==> src/rtl/r2p_pkg.sv <==
// r2p_pkg: shared types, constants and the arctangent table for the
// rectangular to polar converter. No dependencies.
package r2p_pkg;

	// Block configuration
	localparam int DATA_WIDTH      = 16;
	localparam int ANGLE_FRAC_BITS = 7;
	localparam int ITERATIONS      = 16;

	// Port field width, fixed by the interface
	localparam int IO_W = 16;

	// Internal fixed-point formats
	localparam int GUARD_BITS = 40 - DATA_WIDTH;
	localparam int EXT_W      = DATA_WIDTH + 1;   // holds the negated minimum
	localparam int XY_W       = 43;               // x, y scaled to 2^40, plus growth
	localparam int Z_FRAC     = 20;
	localparam int Z_W        = 32;
	localparam int GAIN_FRAC  = 20;
	localparam int GAIN_W     = 20;
	localparam logic [GAIN_W-1:0] GAIN_INV = GAIN_W'(636751);
	localparam int MAG_SH     = GAIN_FRAC + GUARD_BITS;
	localparam int ANG_SH     = Z_FRAC - ANGLE_FRAC_BITS;
	localparam int ITER_IDX_W = $clog2(ITERATIONS);

	// Gain multiply operand split
	localparam int SPLIT_W = 21;
	localparam int PROD_W  = SPLIT_W + GAIN_W;

	// Angle constants in the output scale and in the z scale
	localparam int ANG_W = 24;
	localparam logic signed [ANG_W-1:0] ANG_FULL = ANG_W'(180 <<< ANGLE_FRAC_BITS);
	localparam logic signed [ANG_W-1:0] ANG_QUAD = ANG_W'(90 <<< ANGLE_FRAC_BITS);
	localparam logic signed [Z_W-1:0]   Z_HALF_TURN = Z_W'(180 <<< Z_FRAC);
	localparam logic signed [Z_W-1:0]   Z_ROUND = Z_W'(1 <<< (ANG_SH - 1));
	localparam logic [63:0] MAG_ROUND = 64'(1) << (MAG_SH - 1);
	localparam logic [63:0] MAG_MAX   = (64'(1) << DATA_WIDTH) - 64'(1);

	// Sign position of the input after taking DATA_WIDTH bits
	localparam int SIGN_IDX = (DATA_WIDTH <= IO_W) ? DATA_WIDTH - 1 : IO_W - 1;
	localparam bit SIGN_EN  = (DATA_WIDTH <= IO_W);

	typedef struct packed {
		logic signed [IO_W-1:0] real_part;
		logic signed [IO_W-1:0] imag_part;
	} sample_t;

	typedef struct packed {
		logic [IO_W-1:0]        magnitude;
		logic signed [IO_W-1:0] angle_deg;
	} polar_t;

	// Working set carried along the rotation chain
	typedef struct packed {
		logic signed [XY_W-1:0] x;
		logic signed [XY_W-1:0] y;
		logic signed [Z_W-1:0]  z;
		logic                   bypass;    // an axis input, result known up front
		logic [IO_W-1:0]        byp_mag;
		logic [IO_W-1:0]        byp_ang;
	} cord_t;

	// Take the low DATA_WIDTH bits of a port field, sign-extended
	function automatic logic signed [EXT_W-1:0] take_input(input logic [IO_W-1:0] raw);
		logic signed [EXT_W-1:0] v;
		for (int k = 0; k < EXT_W; k++) begin
			if (k < DATA_WIDTH && k < IO_W) begin
				v[k] = raw[k];
			end else if (k >= DATA_WIDTH) begin
				v[k] = SIGN_EN ? raw[SIGN_IDX] : 1'b0;
			end else begin
				v[k] = 1'b0;
			end
		end
		return v;
	endfunction

	// atan(2^-i) in degrees, scaled by 2^20 and rounded
	function automatic logic signed [Z_W-1:0] atan_step(input logic [ITER_IDX_W-1:0] idx);
		int unsigned k;
		int          r;
		k = int'(idx);
		case (k)
			0:  r = 47185920;
			1:  r = 27855475;
			2:  r = 14718068;
			3:  r = 7471121;
			4:  r = 3750058;
			5:  r = 1876857;
			6:  r = 938658;
			7:  r = 469357;
			8:  r = 234682;
			9:  r = 117342;
			10: r = 58671;
			11: r = 29335;
			12: r = 14668;
			13: r = 7334;
			14: r = 3667;
			15: r = 1833;
			16: r = 917;
			17: r = 458;
			18: r = 229;
			19: r = 115;
			20: r = 57;
			21: r = 29;
			22: r = 14;
			23: r = 7;
			24: r = 4;
			25: r = 2;
			26: r = 1;
			default: r = 0;
		endcase
		return Z_W'(r);
	endfunction

endpackage

==> src/rtl/r2p_post.sv <==
// r2p_post: gain compensation, rounding and clamping after the rotation
// chain, two pipeline stages. Depends on r2p_pkg.
module r2p_post (
	input  logic           clk,
	input  logic           arst_n,
	input  logic           up_valid,
	output logic           up_ready,
	input  r2p_pkg::cord_t up_data,
	output logic           dn_valid,
	input  logic           dn_ready,
	output r2p_pkg::polar_t dn_data
);
	import r2p_pkg::*;

	logic                valid_s1, valid_s2;
	logic                ready_s1;
	logic [PROD_W-1:0]   p_hi_s1, p_lo_s1;
	logic                bypass_s1;
	logic [IO_W-1:0]     byp_mag_s1;
	logic [IO_W-1:0]     ang_s1;
	polar_t              res_s2;

	logic [2*SPLIT_W-1:0]   x_u;
	logic signed [Z_W-1:0]  z_rnd;
	logic signed [Z_W-1:0]  z_sh;
	logic signed [ANG_W-1:0] ang_c;
	logic [IO_W-1:0]        ang_next;
	logic [63:0]            mag_sum;
	logic [63:0]            mag_full;
	logic [IO_W-1:0]        mag_next;

	assign ready_s1 = !valid_s2 || dn_ready;
	assign up_ready = !valid_s1 || ready_s1;

	// Stage 1: split the gain multiply, round and clamp the angle
	always_comb begin
		x_u      = up_data.x[2*SPLIT_W-1:0];   // x is never negative
		z_rnd    = up_data.z + Z_ROUND;
		z_sh     = z_rnd >>> ANG_SH;
		ang_c    = ANG_W'(z_sh);
		if (ang_c > ANG_FULL) begin
			ang_c = ANG_FULL;
		end else if (ang_c < -ANG_FULL) begin
			ang_c = -ANG_FULL;
		end
		ang_next = up_data.bypass ? up_data.byp_ang : ang_c[IO_W-1:0];
	end

	always_ff @(posedge clk or negedge arst_n) begin
		if (!arst_n) begin
			valid_s1 <= 1'b0;
		end else if (up_ready) begin
			valid_s1 <= up_valid;
		end
	end

	always_ff @(posedge clk) begin
		if (up_ready && up_valid) begin
			p_hi_s1    <= x_u[2*SPLIT_W-1:SPLIT_W] * GAIN_INV;
			p_lo_s1    <= x_u[SPLIT_W-1:0] * GAIN_INV;
			bypass_s1  <= up_data.bypass;
			byp_mag_s1 <= up_data.byp_mag;
			ang_s1     <= ang_next;
		end
	end

	// Stage 2: join the partial products, round and saturate the magnitude
	always_comb begin
		mag_sum  = (64'(p_hi_s1) << SPLIT_W) + 64'(p_lo_s1) + MAG_ROUND;
		mag_full = mag_sum >> MAG_SH;
		mag_next = (mag_full > MAG_MAX) ? MAG_MAX[IO_W-1:0] : mag_full[IO_W-1:0];
	end

	always_ff @(posedge clk or negedge arst_n) begin
		if (!arst_n) begin
			valid_s2 <= 1'b0;
		end else if (ready_s1) begin
			valid_s2 <= valid_s1;
		end
	end

	always_ff @(posedge clk) begin
		if (ready_s1 && valid_s1) begin
			res_s2.magnitude <= bypass_s1 ? byp_mag_s1 : mag_next;
			res_s2.angle_deg <= ang_s1;
		end
	end

	assign dn_valid = valid_s2;
	assign dn_data  = res_s2;

endmodule

==> config.mk <==
export PLATFORM = sky130hd
export DESIGN_NAME = r2p_post
export DESIGN_NICKNAME = d
export VERILOG_FILES = /design/src/rtl/r2p_pkg.sv /design/src/rtl/r2p_post.sv
export SDC_FILE = /design/constraint.sdc
export NUM_CORES = 1
export LEC_CHECK = 0
export ABC_CLOCK_PERIOD_IN_PS = 5930
export BUFFER_PORTS_ARGS = -buffer_cell sky130_fd_sc_hd__buf_2
export CAP_MARGIN = 20
export CORE_MARGIN = 2
export CORE_UTILIZATION = 34
export CTS_BUF_LIST = sky130_fd_sc_hd__clkbuf_4 sky130_fd_sc_hd__clkbuf_8
export CTS_CLUSTER_DIAMETER = 30
export DETAILED_ROUTE_END_ITERATION = 10
export PLACE_DENSITY = 0.57
export SLEW_MARGIN = 20
export SYNTH_ARGS = -nofsm -noshare
export SYNTH_HDL_FRONTEND = slang
export SYNTH_SLANG_ARGS = --single-unit
==> constraint.sdc <==
create_clock -name clk -period 5.93 [get_ports clk]
set_input_delay 0.593 -clock clk [delete_from_list [all_inputs] [get_ports clk]]
set_output_delay 0.593 -clock clk [all_outputs]
set_load 0.01 [all_outputs]
==> qor.txt <==
Die footprint: 0.0684 mm2
Fillers: 6352
Xor and xnor fraction of the mapped netlist area: 2.99%
Top-count cell post-synth: inv_1
Nets: 3520
R2R Setup Slk: 2460 ps
Syn_nets: 3045
Initial antenna violation count: 0
Final Slew Violations: 0
Vias: 15859
Status: finished, violations left
Top cells by count, synth: inv_1, fa_1, ha_1
Core Area: 0.0657 mm2
CTS max path bufs: 2
RSZ-0062 raised after global routing: yes
Post-route clock period utilization: 109%
Drt pass-1 iters: 7
Final ANT Viol Nets: 0
FMAX: 0.155 GHz
Count of antenna diodes in the layout: 0
Post-synthesis mux area share: 0.139%
Vias per cell: 4.57
Maximum level of the CTS H-tree: 4
Post-Route WL: 55000 um
Initial Utilization: 34.3%
CP endpoint kind: flip-flop
Yosys cell types: 76
Fin. Hold Viols: 0
DRC violations left: 0
Top cell type's share of synthesized area: 34.6%
Root buffer cell: clkbuf_8
Synthesis-to-layout area growth: 24.0%
Failing checks: setup timing
Synth Instances: 2117
Compound-gate portion of the synthesized area: 7.52%
First-pass GRT wire length: 91300 um
Async SR Flop Fraction: 1.56%
Critical Path RT: 6140 ps
Clock buffer count from CTS: 17
Setup-failing EPs final: 32
Post-synthesis adder-cell area fraction: 55.9%
Register area share after synthesis: 17.0%
Min Tclk post-route: 6470 ps
I/O pins: 189
Syn. warnings: 0
Largest family of logic cells by synthesized area: adder cells
Design area: 0.0279 mm2
Crit start category: input port
HP Class: input port to flip-flop
Synth Flop Type: edfxtp_1
Syn avg cell area: 10.6 um2
Number of buffer cells added on primary ports: 132
Cells on worst reg2reg path: 9
DIE HEIGHT: 261 um
Seq cells post-synth: 128
Worst R2R End: dn_data[27]
Max transition margin: 48.6%
Final worst slack: -537 ps
Final HPWL DP: 49100 um
Critical Path Sink: p_lo_s1[38]
R2r startpoint: p_hi_s1[18]
Post-synth top area cell: fa_1
CP Data Arrival Time: 6670 ps
Core Rows: 94
Clock sinks: 128
Critical Path Start: up_data[118]
Remaining global-route overflow: 0
Number of global-route vias before repair: 17918
WS Path Type: input port to flip-flop
GP Congestion: 0.920
DP Area: 0.0268 mm2
DR WL/cell: 15.8 um
Worst skew pair latency: 460 ps
Clock Skew: 13.3 ps
Max-cap violations: 0
Gr usage total: 17.0%
Clk slew on worst S/H paths: 90 ps
Share of layout cells above drive strength 1: 24.8%
Worst Tran Pin Value: 771 ps
Simple-gate share of the synthesized area: 5.40%
WHS Path Cells: 1
Pin count of the biggest net entering global routing: 59
Crit-path max FO: 3
Mapped Area: 0.0225 mm2
CTS tree: built
DR iter-0 viols: 686
Number of synthesized flops with an enable pin: 126
Die W: 261 um
Main area contributors after synthesis: fa_1, ha_1, edfxtp_1
## worst min path at each step
stage,start,endpoint,slack (ps)
floorplan,arst_n,dn_valid,300
global placement,arst_n,dn_valid,380
detailed placement,arst_n,valid_s1,380
CTS,up_data[31],byp_mag_s1[15],250
global route,up_data[26],byp_mag_s1[10],260
finish,up_data[31],byp_mag_s1[15],300
## stage by stage
| step | hold WS (ps) | cells | util [%] | setup WS [ps] | setup TNS, ps |
|---|---|---|---|---|---|
| after floorplan | 297 | 2117 | - | -619 | -9090 |
| after global placement | 377 | 3413 | 40.8 | -1200 | -31710 |
| after detailed placement | 381 | 3413 | 40.8 | -1220 | -32390 |
| final | 305 | 3469 | 42.5 | -537 | -6930 |
| after global routing | 262 | 3469 | 42.5 | -728 | -13850 |
| after CTS | 248 | 3465 | 42.3 | -391 | -5190 |
## cell families (layout without fill, tap and decap cells)
family / Yosys count / count (layout)
compound gates: 253 / 253
xor+xnor: 77 / 77
fa+ha+maj: 773 / 773
buf+inv: 645 / 1133
flops: 128 / 128
mux: 3 / 3
simple gates: 238 / 238
## cells in the final DEF (no fill, tap or decap), types with 17 or more instances in the layout
master and instances:
nor2b_1 19, xor2_1 23, nor2_1 45, buf_2 119
ha_4 21, clkbuf_8 17, edfxtp_1 126, ha_1 358
xnor2_1 51, inv_1 603, a21o_1 30, nand3_1 20
fa_1 373, a21oi_1 62, nand2_1 55, o21ai_0 32
buf_4 334
## final cells by class
cell class,count,area [um2],area share (%)
clock buffer,17,234,0.838
timing repair buffer,472,3350,12.0
clock inverter,15,191,0.685
tap,864,1080,3.87
inverter,629,2420,8.66
multi-input combinational,1344,16800,60.2
sequential,128,3830,13.7
## what timing repair did
item,CTS,global route
hold buffers,1,0
resized for setup,97,27
pin swaps,68,32
setup endpoints to repair,33,37
endpoints found under the hold margin,2,0
setup buffers,21,6
## critical path, stage by stage
cell and delay, ps:
buf_8 80, clkinvlp_4 120, buf_6 140, fa_2 530, fa_1 430, fa_1 520, inv_2 40, fa_1 490
fa_1 430, fa_1 510, inv_2 50, fa_1 500, inv_1 50, ha_1 300, nand4_1 150, nor3_2 60
nor4_2 210, buf_4 160, o22ai_4 90, and2_4 150, o31a_1 330, a211o_1 350, buf_4 150, buf_6 100
xor2_1 140
## per-layer routing
metal  track usage [%]  routed length [um]  vias to the layer above
li1                  -                   -                     7688
met1              21.6               23900                     7893
met2              30.6               28400                      226
met3              2.24                1730                       52
met4              3.66                 976                        0
met5                 0                   0                        -
## state kept, by name (all words and copies together) (netlist names)
register and flops:
dn_data 32, ang_s1 16, dn_valid 1, p_lo_s1 20, valid_s1 1, byp_mag_s1 16, bypass_s1 1, p_hi_s1 41
Power is not shown: default switching activity piles up to over one toggle a cycle in this logic, so the estimate is an artifact.
